===== src/hw/rtl/dep_pkg.sv =====
// Types and constants shared by the encoded pointer decoder and its checker.
package dep_pkg;

  typedef enum logic [1:0] {
    STATUS_OK          = 2'd0,
    STATUS_UNSUPPORTED = 2'd1,
    STATUS_STRAY       = 2'd2
  } dep_status_t;

  localparam logic KIND_START = 1'b0;
  localparam logic KIND_DATA  = 1'b1;

  localparam logic [7:0] ENC_OMIT = 8'hFF;

  localparam logic [3:0] FMT_ABS  = 4'h0;
  localparam logic [3:0] FMT_ULEB = 4'h1;
  localparam logic [3:0] FMT_U2   = 4'h2;
  localparam logic [3:0] FMT_U4   = 4'h3;
  localparam logic [3:0] FMT_U8   = 4'h4;
  localparam logic [3:0] FMT_SLEB = 4'h9;
  localparam logic [3:0] FMT_S2   = 4'hA;
  localparam logic [3:0] FMT_S4   = 4'hB;
  localparam logic [3:0] FMT_S8   = 4'hC;

  localparam logic [2:0] MODE_ABS   = 3'b000;
  localparam logic [2:0] MODE_PCREL = 3'b001;

  localparam logic [4:0] COUNT_MAX = 5'd16;

  typedef struct packed {
    logic        kind;
    logic [7:0]  encoding;
    logic [63:0] value_address;
    logic [7:0]  data_byte;
  } dep_req_t;

  typedef struct packed {
    logic [63:0] value;
    dep_status_t status;
    logic        needs_indirect;
    logic [4:0]  byte_count;
  } dep_res_t;

endpackage


===== src/hw/rtl/dwarf_encoded_pointer_decoder.sv =====
// Top level of the DWARF exception-table encoded pointer decoder.
//
// Requests arrive on in_valid/in_stall/in_data. A start request carries the
// encoding byte and the address of the value; data requests then bring the
// encoded bytes one at a time. Each request is decoded in the cycle it is
// accepted, so one request can be taken every clock cycle while in_stall is low.
// A result appears on out_valid/out_data in the cycle after the request that
// causes it (the byte that completes a value, an omit or unsupported encoding,
// or a stray data byte) if no stalled result holds the output register, and
// else waits in a one-entry skid stage. Requests that leave a value open give
// no result. A request is still taken while a result waits; in_stall rises only
// when the skid stage is full, and falls in the cycle after the receiver takes
// a result. Indirect encodings are flagged in needs_indirect, not dereferenced.
// A synchronous reset empties both result stages and closes any open value.
module dwarf_encoded_pointer_decoder #(
  parameter int POINTER_BYTES = 8
) (
  input  logic              clk,
  input  logic              rst,
  input  logic              in_valid,
  output logic              in_stall,
  input  dep_pkg::dep_req_t in_data,
  output logic              out_valid,
  input  logic              out_stall,
  output dep_pkg::dep_res_t out_data
);
  import dep_pkg::*;

  localparam logic [3:0] PtrBytes = 4'(POINTER_BYTES);

  logic [63:0] accumulator, accumulator_next;
  logic [6:0]  bit_shift, bit_shift_next;
  logic [7:0]  held_encoding, held_encoding_next;
  logic [63:0] base_address, base_address_next;
  logic        value_open, value_open_next;
  logic [4:0]  bytes_seen, bytes_seen_next;
  logic        skid_valid;
  dep_res_t    skid_data;

  logic        in_req;
  logic        out_take;
  logic        res_fire;
  dep_res_t    res_word;
  logic [3:0]  start_width;
  logic        start_ok;
  logic [3:0]  held_fmt;
  logic [3:0]  held_width;
  logic [4:0]  seen_inc;
  logic [63:0] fixed_acc;
  logic [63:0] fixed_done_acc;
  logic        fixed_done;
  logic        leb_in_range;
  logic [63:0] leb_acc;
  logic [6:0]  leb_shift;
  logic [63:0] leb_done_acc;
  logic [63:0] done_acc;
  logic [63:0] base_sel;

  function automatic logic [3:0] fixed_width(input logic [3:0] fmt);
    logic [3:0] w;
    unique case (fmt) inside
      FMT_ABS:        w = PtrBytes;
      FMT_U2, FMT_S2: w = 4'd2;
      FMT_U4, FMT_S4: w = 4'd4;
      FMT_U8, FMT_S8: w = 4'd8;
      default:        w = 4'd0;
    endcase
    return w;
  endfunction

  assign in_stall = skid_valid;
  assign in_req   = in_valid && !in_stall;
  assign out_take = out_valid && !out_stall;

  assign start_width = fixed_width(in_data.encoding[3:0]);
  assign start_ok    = (start_width != 4'd0 || in_data.encoding[3:0] == FMT_ULEB ||
                        in_data.encoding[3:0] == FMT_SLEB) &&
                       (in_data.encoding[6:4] == MODE_ABS ||
                        in_data.encoding[6:4] == MODE_PCREL);

  assign held_fmt   = held_encoding[3:0];
  assign held_width = fixed_width(held_fmt);
  assign seen_inc   = (bytes_seen < COUNT_MAX) ? bytes_seen + 5'd1 : bytes_seen;

  assign fixed_acc  = accumulator |
                      ({56'd0, in_data.data_byte} << {bytes_seen[2:0], 3'b000});
  assign fixed_done = {1'b0, held_width} <= seen_inc;

  always_comb begin
    fixed_done_acc = fixed_acc;
    if (held_fmt == FMT_S2 && fixed_acc[15]) begin
      fixed_done_acc = fixed_acc | {{48{1'b1}}, 16'd0};
    end else if (held_fmt == FMT_S4 && fixed_acc[31]) begin
      fixed_done_acc = fixed_acc | {{32{1'b1}}, 32'd0};
    end
  end

  assign leb_in_range = !bit_shift[6];
  assign leb_acc      = leb_in_range ?
                        accumulator | ({57'd0, in_data.data_byte[6:0]} << bit_shift[5:0]) :
                        accumulator;
  assign leb_shift    = leb_in_range ? bit_shift + 7'd7 : bit_shift;

  always_comb begin
    leb_done_acc = leb_acc;
    if (held_fmt == FMT_SLEB && in_data.data_byte[6] && !leb_shift[6]) begin
      leb_done_acc = leb_acc | ({64{1'b1}} << leb_shift[5:0]);
    end
  end

  assign done_acc = (held_width != 4'd0) ? fixed_done_acc : leb_done_acc;
  assign base_sel = (held_encoding[6:4] == MODE_PCREL) ? base_address : 64'd0;

  always_comb begin
    accumulator_next   = accumulator;
    bit_shift_next     = bit_shift;
    held_encoding_next = held_encoding;
    base_address_next  = base_address;
    value_open_next    = value_open;
    bytes_seen_next    = bytes_seen;
    res_fire           = 1'b0;
    res_word.value          = 64'd0;
    res_word.status         = STATUS_OK;
    res_word.needs_indirect = 1'b0;
    res_word.byte_count     = 5'd0;
    if (in_req) begin
      if (in_data.kind == KIND_START) begin
        held_encoding_next = in_data.encoding;
        base_address_next  = in_data.value_address;
        accumulator_next   = 64'd0;
        bit_shift_next     = 7'd0;
        bytes_seen_next    = 5'd0;
        value_open_next    = 1'b0;
        if (in_data.encoding == ENC_OMIT) begin
          res_fire = 1'b1;
        end else if (!start_ok) begin
          res_fire        = 1'b1;
          res_word.status = STATUS_UNSUPPORTED;
        end else begin
          value_open_next = 1'b1;
        end
      end else if (!value_open) begin
        res_fire        = 1'b1;
        res_word.status = STATUS_STRAY;
      end else begin
        bytes_seen_next = seen_inc;
        if (held_width != 4'd0) begin
          accumulator_next = fixed_acc;
          res_fire         = fixed_done;
        end else begin
          accumulator_next = leb_acc;
          bit_shift_next   = leb_shift;
          res_fire         = !in_data.data_byte[7];
        end
        if (res_fire) begin
          value_open_next         = 1'b0;
          res_word.value          = done_acc + base_sel;
          res_word.needs_indirect = held_encoding[7];
          res_word.byte_count     = seen_inc;
        end
      end
    end
  end

  always_ff @(posedge clk) begin
    if (rst) begin
      accumulator   <= 64'd0;
      bit_shift     <= 7'd0;
      held_encoding <= 8'd0;
      base_address  <= 64'd0;
      value_open    <= 1'b0;
      bytes_seen    <= 5'd0;
      out_valid     <= 1'b0;
      skid_valid    <= 1'b0;
    end else begin
      accumulator   <= accumulator_next;
      bit_shift     <= bit_shift_next;
      held_encoding <= held_encoding_next;
      base_address  <= base_address_next;
      value_open    <= value_open_next;
      bytes_seen    <= bytes_seen_next;
      if (skid_valid) begin
        if (out_take) begin
          out_data   <= skid_data;
          skid_valid <= 1'b0;
        end
      end else if (res_fire) begin
        if (!out_valid || out_take) begin
          out_data  <= res_word;
          out_valid <= 1'b1;
        end else begin
          skid_data  <= res_word;
          skid_valid <= 1'b1;
        end
      end else if (out_take) begin
        out_valid <= 1'b0;
      end
    end
  end

endmodule


===== config.mk =====
export PLATFORM = sky130hd
export DESIGN_NAME = dwarf_encoded_pointer_decoder
export DESIGN_NICKNAME = d
export VERILOG_FILES = /design/src/hw/rtl/dep_pkg.sv /design/src/hw/rtl/dwarf_encoded_pointer_decoder.sv
export SDC_FILE = /design/constraint.sdc
export NUM_CORES = 1
export LEC_CHECK = 0
export BUFFER_PORTS_ARGS = -buffer_cell sky130_fd_sc_hd__buf_2
export CORE_ASPECT_RATIO = 1.75
export CORE_MARGIN = 5
export CORE_UTILIZATION = 35
export DETAILED_ROUTE_END_ITERATION = 6
export PLACE_DENSITY_LB_ADDON = 0.12
export SKIP_CTS_REPAIR_TIMING = 1
export SLEW_MARGIN = 15
export SYNTH_ARGS = -nofsm -noshare
export SYNTH_HDL_FRONTEND = slang
export SYNTH_SLANG_ARGS = --single-unit

===== constraint.sdc =====
create_clock -name clk -period 11 [get_ports clk]
set_input_delay 0.55 -clock clk [delete_from_list [all_inputs] [get_ports clk]]
set_output_delay 0.55 -clock clk [all_outputs]
set_load 0.02 [all_outputs]

Word level (Yosys, flattened, before mapping). Index checks and enable logic that the tools add are counted.

Bits of input ports: 85. Register bits after elaboration: 295. Output and inout bits: 74. Logic and storage cells: 143.

Bitwise operators: 7. Shift operators: 3. Add/subtract/negate cells: 3. $lt $le $gt $ge: 2. Reduce and logical (&&, ||, !) cells: 36. Equal/unequal tests: 22. Muxes and demuxes: 54.

Operators by type and width (count): two-way mux 64 bit (12); two-way mux 72 bit (5); bitwise OR 64 bit (3); adder 64 bit (1); left shift 64 x 6 -> 64 bit, first input constant (1); left shift 7 x 6 -> 64 bit (1); left shift 8 x 6 -> 64 bit (1); == test 4 bit, second input constant (8); two-way mux 7 bit (4); one-hot mux 4 bit (3 select lines) (2); two-way mux 1 bit (23); two-way mux 6 bit (3); == test 4 x 2 -> 1 bit, second input constant (4); two-way mux 5 bit (3); == test 4 x 3 -> 1 bit, second input constant (2); == test 8 bit, second input constant (1); logical NOT 4 bit (2); AND reduction 4 bit (2); nonzero test 4 bit (2); OR reduction 2 bit (4); adder 7 x 3 -> 7 bit, second input constant (1); logical AND 1 bit (7); == test 3 x 1 -> 1 bit, second input constant (2); inequality test 2 x 1 -> 1 bit, second input constant (3); 14 further kinds (30).

Depth between registers and ports, before layout.
Depth after elaboration: 15. Mapped depth: 23. Gate-level depth less buffers: 19.

Least setup slack after synthesis. No wires, ideal clock.

Path type: register -> register. From: register bytes_seen[2]. To: register out_data[0] (netlist bit) (enable). Stages on the path, launching flop included: 12. Path slack: 2.917 ns. Buffers on the path: 2. Data required time: 10.383 ns. Arrival: 7.466 ns. Library setup time: 0.617 ns. Period minus slack after synthesis: 8.083 ns. Path through: dfxtp_1 clkbuf_1 and2_1 clkbuf_1 nand3b_1 xor2_1 ha_1 a21oi_1 o31ai_2 nand3_1 o211ai_1 a221oi_1.

Cells in the longest elaborated chain, start to end: 12. Elaborated cells between the ends (all ways): 13. Those cells by class: 1 x add/sub; 2 x order compare; 8 x mux; 2 x reduce/logical.

RTL lines: from (decl) (RTL line dwarf_encoded_pointer_decoder.sv:36) `logic [4:0] bytes_seen, bytes_seen_next;`; from (signal assigned) (RTL line dwarf_encoded_pointer_decoder.sv:181) `bytes_seen <= bytes_seen_next;`; adder 5 x 1 -> 5 bit or less-than comparator 5 bit (tied branches) (RTL line dwarf_encoded_pointer_decoder.sv:83) `assign seen_inc = (bytes_seen < COUNT_MAX) ? bytes_seen + 5'd1 : bytes_seen;`; two-way mux 5 bit (*) (RTL line dwarf_encoded_pointer_decoder.sv:83); less-or-equal comparator 4 x 5 -> 1 bit (*) (RTL line dwarf_encoded_pointer_decoder.sv:87) `assign fixed_done = {1'b0, held_width} <= seen_inc;`; two-way mux 1 bit (*) (RTL line dwarf_encoded_pointer_decoder.sv:147) `if (held_width != 4'd0) begin`; two-way mux 1 bit (*) (RTL line dwarf_encoded_pointer_decoder.sv:142) `end else if (!value_open) begin`; two-way mux 1 bit (*) (RTL line dwarf_encoded_pointer_decoder.sv:127) `if (in_data.kind == KIND_START) begin`; two-way mux 1 bit (*) (RTL line dwarf_encoded_pointer_decoder.sv:126) `if (in_req) begin`; two-way mux 1 bit (*) (RTL line dwarf_encoded_pointer_decoder.sv:142); two-way mux 1 bit (*) (RTL line dwarf_encoded_pointer_decoder.sv:127); two-way mux 1 bit (*) (RTL line dwarf_encoded_pointer_decoder.sv:126); nonzero test 2 bit (no source line) (*); AND reduction 4 bit (no source line) (*); to (signal assigned) (RTL line dwarf_encoded_pointer_decoder.sv:184) `out_data <= skid_data;`; to (signal assigned) (RTL line dwarf_encoded_pointer_decoder.sv:189) `out_data <= res_word;`; to (decl) (RTL line dwarf_encoded_pointer_decoder.sv:25) `output dep_pkg::dep_res_t out_data`.

Every way passes the cells marked *; elsewhere a longest branch is shown, timed or not. The select of a mux whose other input is x is not followed. A chain may end at the register's enable or synchronous reset.

==> results.sh <==
export IMPL_status="completed"
export IMPL_seqCellArea_mm2=0.00735
export IMPL_track_usage_pct=26.0
export IMPL_cap_violations=0
export IMPL_path_common_cell="a21oi_1"
export IMPL_postSynthAreaPerCell_um2=8.40
export IMPL_stdcell_count=3005
export IMPL_crit_path_max_fanout=16
export IMPL_holdWs_ns=0.240
export IMPL_hold_violations=0
export IMPL_wl_per_cell_um=26.0
export IMPL_multiInputGateArea_mm2=0.0108
export IMPL_root_buffer="clkbuf_16"
export IMPL_rows=112
export IMPL_peakVddDrop_uv=117
export IMPL_dp_cells=2941
export IMPL_synth_ff_type="dfxtp_1"
export IMPL_detail_route_antenna_nets=0
export IMPL_cts_buffers=35
export IMPL_wirelength_um=78200
export IMPL_cp_start_kind="flop"
export IMPL_antenna_found_initial=2
export IMPL_gp_congestion=1.02
export IMPL_synth_fp_nets=2395
export IMPL_overflow=0
export IMPL_grt_pass1_wl_um=115000
export IMPL_final_min_clock_period_ns=6.95
export IMPL_route_detailed_drc=0
export IMPL_grt_max_degree=128
export IMPL_synthDistinctLibCells=83
export IMPL_dieArea_mm2=0.0586
export IMPL_end_kind="flop"
export IMPL_most_common_layout_cells="nand2_1 (340), a21oi_1 (248), nor2_1 (191), buf_2 (157), dfxtp_1 (150)"
export IMPL_tritoncts="yes"
export IMPL_drt_iter0_drc=1512
export IMPL_fillers=5485
export IMPL_drive_above_1_share_pct=12.5
export IMPL_relSlewSlack_pct=21.5
export IMPL_setup_tns_ns=0
export IMPL_finalMaxSlewViolations=0
export IMPL_die_y_um=316
export IMPL_critPathLaunch="bit_shift[0]"
export IMPL_crit_slowest_cell="a221oi_1"
export IMPL_place_hpwl_um=58600
export IMPL_portBuffers=158
export IMPL_yosysWarningCount=0
export IMPL_io_pins=159
export IMPL_stdcell_area_mm2=0.0213
export IMPL_ys_ff_latch=295
export IMPL_vias=18000
export IMPL_clk_latency_ns=0.55
export IMPL_async_reset_ff_share_pct=0
export IMPL_r2r_slack_ns=4.05
export IMPL_leakagePower_nw=8.71
export IMPL_worst_pin_slew_ns=1.14
export IMPL_htree_levels=2
export IMPL_syn_inst=2235
export IMPL_total_power_mw=2.99
export IMPL_min_delay_start="in_data[53]"
export IMPL_grt_setup_unrepaired="false"
export IMPL_core_area_mm2=0.0533
export IMPL_cts_path_max_buffers=3
export IMPL_min_path_type="input port to flop"
export IMPL_critPathMaxStageDelay_ns=0.81
export IMPL_clkSinkCount=295
export IMPL_initial_core_util_pct=35.3
export IMPL_via_per_inst=5.99
export IMPL_skew_ns=0.0360
export IMPL_cp_top_family="compound AO/OA/AOI/OAI gates"
export IMPL_path_class="flop to flop"
export IMPL_cp_required_ns=11.37
export IMPL_pwr_density_cell_mw_per_mm2=140
export IMPL_final_common_cell="nand2_1"
export IMPL_grt_pass1_vias=17500
export IMPL_path_clk_slew_ns=0.07
export IMPL_crit_path_cell_trace="clkinv_1 -> ha_1 -> nand2b_1 -> nand3b_1 -> xnor2_1 -> buf_4 -> nor2_1 -> nand2_1 -> o21ai_0 -> ha_1 -> a21oi_1 -> o21bai_1 -> a221oi_1 -> a21oi_1 -> nor3_1 -> a21oi_1 -> a2111o_1 -> o21ai_0"
export IMPL_area_delta_synth_final_pct=13.6
export IMPL_crit_arrival_ns=7.32
export IMPL_r2r_start="bit_shift[0]"
export IMPL_setup_viol=0
export IMPL_fmax_mhz=144
export IMPL_first_pass_iters=7
export IMPL_die_width_um=185
export IMPL_synth_edf_count=144
export IMPL_period_share_pct=63.2
export IMPL_nets=2454
export IMPL_path_buf_inv=2
export IMPL_syn_area_mm2=0.0188
export IMPL_ys_seq_area_share_pct=39.1
export IMPL_post_dp_cell_area_mm2=0.0201
-- routing by layer --
layer | track usage, % | vias up | wire [um]
li1 | - | 8376 | -
met1 | 31.2 | 8741 | 30600
met2 | 45.5 | 697 | 39000
met3 | 3.11 | 187 | 3910
met4 | 13.0 | 2 | 4620
met5 | 0 | - | 12
-- stage by stage --
| stage | setup slack (ns) | util (%) |
|---|---|---|
| 6_report | 4.05 | 40.1 |
| 5_1_grt | 3.79 | 40.1 |
| 4_1_cts | 4.25 | 40.1 |
| 3_5_place_dp | 4.26 | 37.7 |
| 3_3_place_gp | 4.33 | 37.7 |
| 2_1_floorplan | 2.92 | - |
-- state kept, by name, indices dropped and copies added (netlist names) --
register,flops
out_data,72
skid_data,72
accumulator,64
base_address,64
held_encoding,8
bit_shift,7
bytes_seen,5
in_stall,1
out_valid,1
value_open,1
-- worst min-delay path, delay by kind of cell --
kind | cells | cell delay (ns)
AO/OA/AOI/OAI | 1 | 0.05
buffers and inverters | 1 | 0.09
AND/OR/NAND/NOR | 1 | 0.05
-- logic make-up (layout without fill, tap and decap cells) --
kind of cell	after synthesis	in the layout	synth area share [%]
XOR/XNOR	51	51	2.38
adder cells (fa/ha/maj)	75	75	5.04
AND/OR/NAND/NOR	838	838	20.5
multiplexers	23	23	1.61
AO/OA/AOI/OAI	763	763	27.4
flip-flops	295	295	39.1
buffers and inverters	190	275	3.96
other	0	1	0
-- final cells by class --
cell class                      count  area share (%)
Antenna cell                        1          0.0117
Inverter                           25           0.440
Multi-Input combinational cell   1750            50.4
Sequential cell                   295            34.4
Timing Repair Buffer              187            4.80
Clock inverter                     16            1.14
Tap cell                          684            4.01
Clock buffer                       47            4.70
-- power breakdown --
group          leakage [nW]  internal (mW)  switching, mW  total [mW]
logic                  5.65          0.149          0.345       0.494
clock network         0.605          0.785          0.501        1.29
registers              2.45           1.19         0.0174        1.21
total                  8.71           2.12          0.864        2.99
-- cells in the mapped netlist, types with 6 or more instances --
cell	instances	share of area (%)
nand2_1	341	6.8
or3_1	10	0.33
clkbuf_1	134	2.7
nor2_1	193	3.9
o22ai_1	9	0.30
o21a_1	7	0.28
nor3_1	40	1.1
inv_1	23	0.46
a211oi_1	25	1.0
a21oi_1	248	6.6
nor4_1	7	0.23
o32a_1	14	0.75
and2_1	97	3.2
a31o_2	6	0.28
a22o_1	16	0.75
and3_1	12	0.40
dfxtp_1	151	16
a22oi_1	18	0.72
a211o_1	32	1.5
o211ai_1	16	0.64
a31oi_1	41	1.4
nor2b_1	25	0.83
edfxtp_1	144	23
mux2i_1	11	0.59
a311oi_1	10	0.47
a21o_1	91	3.6
o21bai_1	16	0.64
a32oi_1	42	2.0
nand3_1	38	1.0
nand3b_1	7	0.28
o21ai_0	71	1.9
buf_2	17	0.45
nand2b_1	13	0.43
buf_1	12	0.24
o22a_1	17	0.79
ha_1	74	4.9
o21ai_1	16	0.43
o31ai_1	13	0.52
nand4_1	31	1.0
xnor2_1	24	1.1
a311o_1	7	0.37
xor2_1	27	1.3
-- path summary, 6_finish.rpt --
check                     endpoint  depth (start not counted)
setup / recovery     skid_data[65]                         18
hold / removal    base_address[45]                          3
setup reg to reg     skid_data[65]                         18
hold reg to reg   base_address[11]                          2
No activity file was read; power rests on OpenSTA's default activity.
